## src/rtl/serial_command_frame_decoder_defines.svh

```systemverilog
// Assertion macros shared by the serial command frame decoder RTL.
`ifndef SERIAL_COMMAND_FRAME_DECODER_DEFINES_SVH
`define SERIAL_COMMAND_FRAME_DECODER_DEFINES_SVH

// Same-cycle implication, checked at every rising clock edge out of reset.
`define SCFD_ASSERT_NOW(label, clk, rst_n, ante, cons, msg) \
	label: assert property (@(posedge clk) disable iff (!rst_n) (ante) |-> (cons)) \
		else $error(msg);

// Next-cycle implication, checked at every rising clock edge out of reset.
`define SCFD_ASSERT_NEXT(label, clk, rst_n, ante, cons, msg) \
	label: assert property (@(posedge clk) disable iff (!rst_n) (ante) |=> (cons)) \
		else $error(msg);

`endif

```

## src/rtl/scfd_pkg.sv

```systemverilog
// Package with action codes, command kinds and shared types of the frame decoder.
package scfd_pkg;

	// Action codes carried by the first byte of a frame.
	localparam logic [4:0] ACT_MAX        = 5'd18;
	localparam logic [4:0] ACT_SLOT_COUNT = 5'd12;
	localparam logic [4:0] ACT_SPI        = 5'd12;
	localparam logic [4:0] ACT_DROPPED    = 5'd13;
	localparam logic [4:0] ACT_BROADCAST  = 5'd14;
	localparam logic [4:0] ACT_WRITE_IR   = 5'd15;
	localparam logic [4:0] ACT_INIT_PEAKS = 5'd16;
	localparam logic [4:0] ACT_CALC       = 5'd17;
	localparam logic [4:0] ACT_COMM       = 5'd18;

	// Decoded command kinds.
	localparam logic [2:0] KIND_WRITE_IR   = 3'd0;
	localparam logic [2:0] KIND_INIT_PEAKS = 3'd1;
	localparam logic [2:0] KIND_SPI        = 3'd2;
	localparam logic [2:0] KIND_CALC       = 3'd3;
	localparam logic [2:0] KIND_BROADCAST  = 3'd4;
	localparam logic [2:0] KIND_COMM       = 3'd5;
	localparam logic [2:0] KIND_STORE_SLOT = 3'd6;

	// Payload length limits and reset value.
	localparam logic [2:0] LEN_MIN   = 3'd1;
	localparam logic [2:0] LEN_MAX   = 3'd4;
	localparam logic [2:0] LEN_RESET = 3'd4;

	// One decoded command.
	typedef struct packed {
		logic [2:0]  kind;
		logic [3:0]  slot;
		logic [31:0] value;
		logic [7:0]  arg;
		logic [7:0]  comm;
	} cmd_t;

	// Framer status seen by the top level.
	typedef struct packed {
		logic [2:0] seen;
		logic [4:0] action;
	} frm_status_t;

	// Clamp the configured length into the range 1 to 4.
	function automatic logic [2:0] eff_len(input logic [2:0] cfg);
		logic [2:0] n;
		n = cfg;
		if (n < LEN_MIN) n = LEN_MIN;
		if (n > LEN_MAX) n = LEN_MAX;
		return n;
	endfunction

endpackage

```

## src/rtl/scfd_framer.sv

```systemverilog
// Frame state of the decoder: action capture, payload packing and command decode.
module scfd_framer (
	input  logic                clk,
	input  logic                arst_n,
	input  logic                step,
	input  logic [7:0]          rx_byte,
	input  logic [2:0]          payload_bytes,
	output logic                res_valid,
	output scfd_pkg::cmd_t      res,
	output scfd_pkg::frm_status_t status
);
	import scfd_pkg::*;

	logic [2:0]  seen_q;
	logic [4:0]  action_q;
	logic [31:0] acc_q;
	logic [7:0]  comm_q;

	logic [2:0]  seen_d;
	logic [4:0]  action_d;
	logic [31:0] acc_d;
	logic [7:0]  comm_d;
	logic [2:0]  len;
	logic        done;

	assign len = eff_len(payload_bytes);

	// Next frame state for the byte in hand.
	always_comb begin
		seen_d   = seen_q;
		action_d = action_q;
		acc_d    = acc_q;
		done     = 1'b0;
		if (seen_q == 3'd0) begin
			if (rx_byte <= {3'd0, ACT_MAX}) begin
				action_d = rx_byte[4:0];
				acc_d    = '0;
				seen_d   = 3'd1;
			end
		end else begin
			acc_d = {acc_q[23:0], rx_byte};
			// seen_q equals the payload byte count including this byte.
			if (seen_q < len) begin
				seen_d = seen_q + 3'd1;
			end else begin
				seen_d = 3'd0;
				done   = 1'b1;
			end
		end
	end

	// Command decode of a finished frame.
	always_comb begin
		res_valid = 1'b0;
		comm_d    = comm_q;
		res.kind  = KIND_STORE_SLOT;
		res.slot  = 4'd0;
		res.value = acc_d;
		res.arg   = acc_d[31:24];
		if (done) begin
			res_valid = 1'b1;
			unique case (action_q)
				ACT_WRITE_IR:   res.kind = KIND_WRITE_IR;
				ACT_INIT_PEAKS: res.kind = KIND_INIT_PEAKS;
				ACT_SPI:        res.kind = KIND_SPI;
				ACT_CALC:       res.kind = KIND_CALC;
				ACT_BROADCAST:  res.kind = KIND_BROADCAST;
				ACT_COMM: begin
					res.kind = KIND_COMM;
					comm_d   = acc_d[31:24];
				end
				default: begin
					if (action_q < ACT_SLOT_COUNT) begin
						res.kind = KIND_STORE_SLOT;
						res.slot = action_q[3:0];
					end else begin
						// The dropped code and anything else gives no command.
						res_valid = 1'b0;
					end
				end
			endcase
		end
		res.comm = comm_d;
	end

	// Frame state registers.
	always_ff @(posedge clk or negedge arst_n) begin
		if (!arst_n) begin
			seen_q   <= 3'd0;
			action_q <= 5'd0;
			acc_q    <= '0;
			comm_q   <= 8'd0;
		end else if (step) begin
			seen_q   <= seen_d;
			action_q <= action_d;
			acc_q    <= acc_d;
			comm_q   <= comm_d;
		end
	end

	assign status.seen   = seen_q;
	assign status.action = action_q;

endmodule

```

## src/rtl/serial_command_frame_decoder.sv

```systemverilog
// Serial command frame decoder top level: input register, framer and result register.
//
// Usage: received serial bytes enter on rx_byte with in_valid; a byte is taken at a
// rising edge where in_valid is high and in_stall is low. The first byte of a frame is
// an action code; codes 0 to 18 are followed by payload_bytes payload bytes (1 to 4),
// packed most significant first. A finished frame yields one command on the output
// channel (out_valid, out_stall), except the dropped code and codes above 18.
// Path: the edge that takes the last byte of a frame loads the input register, and
// the framer's command is then loaded into the output register once advance is high,
// which raises out_valid; the command leaves at an edge where out_stall is low.
// Throughput: one byte per cycle when not stalled, set by the single framer state update.
// Stall: while a command waits under out_stall and a byte sits in the input register,
// that byte is held and in_stall is raised in the same cycle; nothing is lost or repeated.
// Configuration: cfg_data is written at an edge with cfg_valid and cfg_ready high; the
// user must write it only while the block is idle, which the block does not enforce.
// Reset: clears the frame state and the stored comm-enable byte and sets the payload
// length to four bytes; both channels come out of reset empty.
`include "serial_command_frame_decoder_defines.svh"

module serial_command_frame_decoder (
	input  logic       clk,
	input  logic       arst_n,
	input  logic       in_valid,
	output logic       in_stall,
	input  logic [7:0] rx_byte,
	output logic       out_valid,
	input  logic       out_stall,
	output logic [2:0] command_kind,
	output logic [3:0] slot_index,
	output logic [31:0] payload_value,
	output logic [7:0] byte_argument,
	output logic [7:0] comm_enabled,
	input  logic       cfg_valid,
	output logic       cfg_ready,
	input  logic [2:0] cfg_data
);
	import scfd_pkg::*;

	logic        valid_s1;
	logic [7:0]  byte_s1;
	logic [2:0]  len_q;
	logic        out_valid_q;
	cmd_t        out_q;
	logic        advance;
	logic        res_valid;
	cmd_t        res;
	frm_status_t status;

	// The input stage moves on whenever the output register is free or draining.
	assign advance  = !out_valid_q || !out_stall;
	assign in_stall = valid_s1 && !advance;
	assign cfg_ready = !valid_s1;

	// Input register.
	always_ff @(posedge clk or negedge arst_n) begin
		if (!arst_n) begin
			valid_s1 <= 1'b0;
		end else if (!in_stall) begin
			valid_s1 <= in_valid;
		end
	end

	always_ff @(posedge clk) begin
		if (!in_stall && in_valid) begin
			byte_s1 <= rx_byte;
		end
	end

	// Payload length register.
	always_ff @(posedge clk or negedge arst_n) begin
		if (!arst_n) begin
			len_q <= LEN_RESET;
		end else if (cfg_valid && cfg_ready) begin
			len_q <= cfg_data;
		end
	end

	scfd_framer u_framer (
		.clk           (clk),
		.arst_n        (arst_n),
		.step          (valid_s1 && advance),
		.rx_byte       (byte_s1),
		.payload_bytes (len_q),
		.res_valid     (res_valid),
		.res           (res),
		.status        (status)
	);

	// Result register.
	always_ff @(posedge clk or negedge arst_n) begin
		if (!arst_n) begin
			out_valid_q <= 1'b0;
		end else if (advance) begin
			out_valid_q <= valid_s1 && res_valid;
		end
	end

	always_ff @(posedge clk) begin
		if (advance && valid_s1 && res_valid) begin
			out_q <= res;
		end
	end

	assign out_valid     = out_valid_q;
	assign command_kind  = out_q.kind;
	assign slot_index    = out_q.slot;
	assign payload_value = out_q.value;
	assign byte_argument = out_q.arg;
	assign comm_enabled  = out_q.comm;

	// Checks on the decoder's own logic.
	`SCFD_ASSERT_NOW(a_stall_cause, clk, arst_n, in_stall, out_valid_q && out_stall,
		"input stalled without a waiting command")
	`SCFD_ASSERT_NOW(a_seen_range, clk, arst_n, 1'b1, status.seen <= LEN_MAX,
		"frame byte count out of range")
	`SCFD_ASSERT_NOW(a_action_range, clk, arst_n, status.seen != 3'd0,
		status.action <= ACT_MAX, "pending action code out of range")
	`SCFD_ASSERT_NOW(a_comm_stored, clk, arst_n, out_valid_q && (out_q.kind == KIND_COMM),
		out_q.comm == out_q.arg, "comm enable byte not stored")
	`SCFD_ASSERT_NOW(a_slot_zero, clk, arst_n, out_valid_q && (out_q.kind != KIND_STORE_SLOT),
		out_q.slot == 4'd0, "slot set on a non-store command")

endmodule

```

## config.mk

```make
export PLATFORM = sky130hd
export DESIGN_NAME = serial_command_frame_decoder
export DESIGN_NICKNAME = d
export VERILOG_FILES = /design/src/rtl/scfd_pkg.sv /design/src/rtl/scfd_framer.sv /design/src/rtl/serial_command_frame_decoder.sv
export VERILOG_INCLUDE_DIRS = /design/src /design/src/rtl
export SDC_FILE = /design/constraint.sdc
export NUM_CORES = 1
export LEC_CHECK = 0
export ABC_AREA = 1
export BUFFER_PORTS_ARGS = -buffer_cell sky130_fd_sc_hd__clkbuf_2
export CAP_MARGIN = 0
export CORE_AREA = 2 2 110 112
export DETAILED_ROUTE_END_ITERATION = 8
export DIE_AREA = 0 0 112 114
export SLEW_MARGIN = 20
export SYNTH_ARGS = -nofsm -noshare
export SYNTH_HDL_FRONTEND = slang
export SYNTH_SLANG_ARGS = --single-unit
```

## constraint.sdc

```tcl
create_clock -name clk -period 3.95 [get_ports clk]
set_input_delay 0.5925 -clock clk [delete_from_list [all_inputs] [get_ports clk]]
set_output_delay 0.5925 -clock clk [all_outputs]
set_load 0.005 [all_outputs]
```

==> flow_summary_export.csv, run 1 <==
group,metric,value,unit
cells_and_area,drive_above_1_share,0.229,
power,p_sw_frac,0.344,
timing,period_needed,2560,ps
yosys,yosysTopAreaCell,"edfxtp_1",
power,p_clk_frac,0.247,
worst_setup_path,r2r_start,"len_q[2]",
power,power.leakage,2.38,nW
detailed_routing,vias_per_cell,4.86,
placed_design,place_hpwl,6180,µm
yosys,avgSynthCellArea,10.9,µm²
cells_and_area,syn_to_final_growth,16.1,%
yosys,ys_top_cells_by_area,"edfxtp_1 (37%), dfrtp_1 (29%), nand2_1 (8.7%)",
timing,skew,8.15,ps
cells_and_area,multi_input_comb_area,1170,µm²
die,io_pins,74,
die,dieArea,12800,µm²
cells_and_area,finalNetCount,499,
global_route,grt_max_degree,54,
die,initial_core_util,0.385,
yosys,synth_cell_types,29,
timing,rsz0062_at_grt,"no",
timing,fmax,0.391,GHz
worst_setup_path,cp.required,3990,ps
yosys,synth-edff-count,55,
clocking,clockBufferDepth,2,
timing,fin_crit_sh,0.648,
clocking,cts.root.buffer_cell,"clkbuf_16",
timing,tns,0,ps
clocking,cts-buffers-inserted,9,
yosys,yosysTopAreaCellShare,0.366,
global_route,grt_overflow_total,0,
die,core_area,11700,µm²
run_status,status,"finished, final reports clean",
yosys,synthesis.area,4510,µm²
clocking,clkSinkCount,108,
clocking,worstSkewPairLatency,340,ps
worst_setup_path,cp-startpoint,"len_q[2]",
detailed_routing,drt-initial-drc-count,135,
placed_design,pre_cts_ws,1360,ps
cells_and_area,seq_area,2980,µm²
timing,fin_ws,1390,ps
timing,finalMaxSlewViolations,0,
worst_setup_path,worstSetupPathType,"reg -> reg",
yosys,synth_most_common_cell,"nand2_1",
power,p_per_area,669,nW/µm²
yosys,seq_area_frac_synth,0.661,
detailed_routing,wl,9150,µm
timing,relSlewSlack,0.324,
timing,worst_hold_slack,386,ps
yosys,yosys_warnings,0,
power,seq_power_share,0.464,
worst_setup_path,cp_max_fo,24,
clocking,cts_tree,"done",
global_route,grt_pass1_wl,14800,µm
worst_setup_path,critPathCaptureType,"flip-flop",
power,combPwrFrac,0.289,
yosys,ys_ff_latch,108,
yosys,synthCells,414,
worst_setup_path,r2r_setup_slack,1390,ps
detailed_routing,first_pass_iters,4,
detailed_routing,wl_per_cell,14.5,µm
power,switchingPower,1.20,mW
clocking,clkSlewWorstSetupHoldPaths,70,ps
yosys,async_flop_share,0.491,
yosys,synthFlopType,"edfxtp_1",
clocking,cts.repair.resized,0,
global_route,grt_pass1_vias,2992,
global_route,antenna_found_initial,0,
hold_path,hp-class,"in -> async",
run,max_cap_violations,0,
global_route,grtUsageTotal,0.147,
detailed_routing,via_count,3064,
worst_setup_path,cp-start-kind,"flip-flop",
cells_and_area,n_antenna_cell,0,
die,chipWidth,112,µm
cells_and_area,fill_cells,1120,
clocking,cts_hold_buf,0,
worst_setup_path,arrival,2600,ps
timing,worst_pin_slew,1010,ps
detailed_routing,drc,0,
timing,setup-violations-final,0,
placed_design,gp_congestion,0.782,
power,vdd_drop_max,0.000241,V
clocking,postCtsSetupRepairBufs,0,
yosys,syn_nets,434,
placed_design,port_buffers,73,
timing,hold_viol,0,
die,dieHeight,114,µm
detailed_routing,ant_nets,0,
power,internal-power,2.30,mW
yosys,yosys-top-cells-count,"nand2_1 (104), edfxtp_1 (55), inv_1 (54)",
clocking,cts-htree-levels,3,
die,rows,40,
## flip-flops by register name (all words and copies together), names as in the netlist
name	cells
command_kind	3
valid_s1	1
len_q	3
u_framer.acc_q	32
slot_index	4
u_framer.action_q	5
payload_value	24
u_framer.comm_q	8
u_framer.seen_q	3
comm_enabled	8
byte_s1	8
byte_argument	8
out_valid	1
## metal layers
layer  part of all wire  up-vias  wire [µm]  GRT usage
met5                  0        -          0          0
met4             0.0084        0         77     0.0431
met3              0.041        6        371     0.0324
met2               0.49       85       4530      0.240
met1               0.46     1475       4180      0.201
li1                   -     1498          -          -
## cell families after synthesis
kind of cell,after synthesis,synth area share
and+or+nand+nor,146,0.141
AOI/OAI and AO/OA,77,0.103
DFF,108,0.661
muxes,1,0.00250
adders and majority gates,4,0.0111
buffers and inverters,78,0.0816
## worst paths after layout
kind | end | depth (start not counted)
setup / recovery | payload_value[19] | 9
hold / removal | u_framer.acc_q[22] | 2
setup reg to reg | payload_value[19] | 9
hold reg to reg | u_framer.comm_q[4] | 2
max in group asynchronous | u_framer.seen_q[1] | 2
min in group clk | byte_s1[2] | 1
## worst max-delay path, cell delays in order (launching register included)
cell,delay (ps)
dfstp_2,540
inv_1,60
ha_1,290
nand2_1,60
inv_1,60
nand2_1,50
nand2_1,150
nand2_1,160
nor2_4,620
buf_12,270
## metrics by stage
step / total power, mW / std cells / util / cell area (µm²)
floorplan: 2.40 / 414 / - / 4510
global placement: 2.62 / 615 / 0.422 / 4940
detailed placement: 2.66 / 615 / 0.422 / 4940
CTS: 3.52 / 631 / 0.447 / 5230
global route: 3.73 / 631 / 0.447 / 5230
finish: 3.50 / 631 / 0.447 / 5230
## layout make-up
type	instances	area share
clock buffers	13	0.0517
inverters	56	0.0402
well taps	147	0.0352
multi-input cells	228	0.223
repair buffers	76	0.0765
flip-flops and latches	108	0.569
clock inverters	3	0.00383
## power by group through the flow
stage	registers, mW	logic (mW)	clock network, mW
6_report	1.62	1.01	0.862
5_1_grt	1.66	1.15	0.932
4_1_cts	1.62	1.02	0.879
3_5_place_dp	1.65	1.01	0
3_3_place_gp	1.64	0.979	0
2_1_floorplan	1.62	0.776	0
## cell usage in the layout (no fill, tap or decap), types with 3 or more instances in the layout
| cell type | n |
|---|---|
| dfrtp_1 | 52 |
| ha_1 | 4 |
| edfxtp_1 | 55 |
| o21ai_0 | 29 |
| nand2_1 | 104 |
| o22ai_2 | 3 |
| nor2_1 | 19 |
| nand3_1 | 9 |
| clkbuf_8 | 3 |
| clkbuf_16 | 9 |
| a21oi_1 | 12 |
| o22ai_1 | 29 |
| nand2_4 | 3 |
| inv_1 | 54 |
| nand2_2 | 3 |
| clkbuf_2 | 73 |
No activity file was read; power rests on OpenSTA's default activity.
==> run 2, diff against run 1 <==
==> constraint.sdc (replaced) <==
create_clock -name clk -period 2.25 [get_ports clk]
set_input_delay 0.3375 -clock clk [delete_from_list [all_inputs] [get_ports clk]]
set_output_delay 0.3375 -clock clk [all_outputs]
set_load 0.005 [all_outputs]
==> run 2 against run 1 <==
  * Register-to-register slack got worse by 1000 ps
  * Power increased by 78%
  * Highest routed layer unchanged
  * Non-clock buffer count up 4
  * Largest power group unchanged
  * Clock-buffer cell count decreased by 1
  * Cell count is 0.48% higher
  * Final area rose by 1.1%
  * Utilization rose by 0.51 points
  * Sequential cell count stayed put
  * Combinational power is 81% higher
==> flow_summary_export.csv, run 2 (synthesis gave the netlist of run 1 again) <==
group,metric,value,unit
worst_setup_path,slowest_stage,"dfstp_2",
cells_and_area,drive_above_1_share,0.238,
timing,tns,0,ps
worst_setup_path,worstSetupPathType,"reg -> reg",
timing,worst_hold_slack,124,ps
run_status,status,"finished, final reports clean",
timing,hold_viol,0,
detailed_routing,wl_per_cell,14.2,µm
global_route,grt_overflow_total,0,
detailed_routing,ant_nets,0,
worst_setup_path,timing.rr.end,"comm_enabled[0]",
cells_and_area,n_antenna_cell,0,
die,chipWidth,112,µm
cells_and_area,syn_to_final_growth,17.4,%
clocking,cts.repair.resized,0,
worst_setup_path,arrival,1920,ps
worst_setup_path,worstRegToRegCells,9,
worst_setup_path,r2r_setup_slack,360,ps
clocking,cts_tree,"done",
clocking,cts-buffers-inserted,9,
detailed_routing,vias_per_cell,4.83,
global_route,grtUsageTotal,0.147,
placed_design,place_hpwl,6190,µm
detailed_routing,wl,9000,µm
timing,setup-violations-final,0,
clocking,clockBufferDepth,2,
placed_design,placed_area,5010,µm²
worst_setup_path,crit_path_max_incr_delay,540,ps
die,rows,40,
timing,period_needed,1890,ps
timing,fin_ws,356,ps
worst_setup_path,r2r_start,"len_q[2]",
hold_path,hp-class,"in -> async",
cells_and_area,mostFrequentLayoutCells,"nand2_1 (102), clkbuf_2 (73), edfxtp_1 (55)",
clocking,clkSlewWorstSetupHoldPaths,60,ps
worst_setup_path,critPathCaptureType,"flip-flop",
timing,rsz0062_at_grt,"no",
detailed_routing,drc,0,
global_route,grt_max_degree,54,
timing,skew,5.94,ps
die,initial_core_util,0.385,
cells_and_area,final_area,5290,µm²
worst_setup_path,cp-start-kind,"flip-flop",
die,dieArea,12800,µm²
timing,worst_pin_slew,692,ps
timing,fin_crit_sh,0.842,
placed_design,gp_congestion,0.800,
worst_setup_path,crit_top_cell,"nand2_1",
worst_setup_path,critPathBufInv,3,
clocking,clkSinkCount,108,
power,vdd_drop_max,0.000499,V
power,p_per_area,1180,nW/µm²
timing,finalMaxSlewViolations,0,
clocking,postCtsSetupRepairBufs,0,
die,dieHeight,114,µm
timing,fmax,0.528,GHz
global_route,grt_pass1_wl,14800,µm
clocking,cts.root.buffer_cell,"clkbuf_16",
cells_and_area,largest_register,"u_framer.acc_q",
clocking,cts_hold_buf,0,
run,max_cap_violations,0,
cells_and_area,largest_reg_flops,32,
clocking,cts-htree-levels,3,
worst_setup_path,crit_chain,"inv_2, ha_4, nand2_1, inv_1, nand2_1, nand2_2, nand2_4, nor2_4, buf_12",
worst_setup_path,cp_max_fo,39,
placed_design,pre_cts_ws,359,ps
detailed_routing,drt-initial-drc-count,135,
die,io_pins,74,
clocking,worstSkewPairLatency,340,ps
power,power.leakage,2.41,nW
worst_setup_path,crit_family,"flip-flops",
die,core_area,11700,µm²
detailed_routing,first_pass_iters,4,
cells_and_area,fill_cells,1153,
detailed_routing,via_count,3060,
worst_setup_path,cp.required,2280,ps
cells_and_area,final_common_cell,"nand2_1",
timing,relSlewSlack,0.538,
cells_and_area,finalNetCount,503,
global_route,grt_pass1_vias,3019,
global_route,antenna_found_initial,0,
placed_design,port_buffers,73,
run 2: cell types whose count changed in the layout (fill, tap and decap cells not counted), moves of 2 or more:
cell / delta
buf_4: +3
clkbuf_8: -2
clkinvlp_4: -2
nand2_1: -2
run 2: cell type report:
cell class	count	area [µm²]	share of cell area
Inverter	56	210	0.0397
Clock buffer	12	246	0.0466
Clock inverter	3	38.8	0.00733
Tap cell	147	184	0.0348
Timing Repair Buffer	80	443	0.0837
Multi-Input combinational cell	228	1190	0.225
Sequential cell	108	2980	0.563
run 2: stage by stage:
| stage | util | power, mW | std cells |
|---|---|---|---|
| after floorplan | - | 4.25 | 414 |
| after global placement | 0.427 | 4.69 | 619 |
| after detailed placement | 0.427 | 4.74 | 619 |
| after CTS | 0.452 | 6.27 | 634 |
| after global routing | 0.452 | 6.64 | 634 |
| final | 0.452 | 6.22 | 634 |
run 2: where the power goes:
group	internal (mW)	switching, mW
sequential	2.63	0.232
combinational	0.621	1.21
clock	0.883	0.649
run 2: worst max path at each step:
stage	cells after the start	to	slack [ps]	startpoint
2_1_floorplan	8	byte_argument[0]	0.05	len_q[2]
3_3_place_gp	9	payload_value[19]	390	len_q[2]
3_5_place_dp	9	payload_value[18]	360	len_q[2]
4_1_cts	9	payload_value[19]	350	len_q[2]
5_1_grt	10	u_framer.comm_q[5]	200	u_framer.seen_q[0]
6_report	9	comm_enabled[0]	360	len_q[2]
run 2: worst reg2reg max path, stage by stage (launching register included):
cell and delay [ps]:
dfstp_2 540, inv_2 60, ha_4 260, nand2_1 40, inv_1 50, nand2_1 60, nand2_2 120, nand2_4 80
nor2_4 120, buf_12 240
run 2: metal layers:
| layer | global-route usage | wire [µm] | vias to the layer above | part of all wire |
|---|---|---|---|---|
| met5 | 0 | 0 | - | 0 |
| met2 | 0.237 | 4280 | 69 | 0.48 |
| li1 | - | - | 1514 | - |
| met1 | 0.201 | 4220 | 1468 | 0.47 |
| met4 | 0.0610 | 131 | 0 | 0.015 |
| met3 | 0.0234 | 369 | 9 | 0.041 |
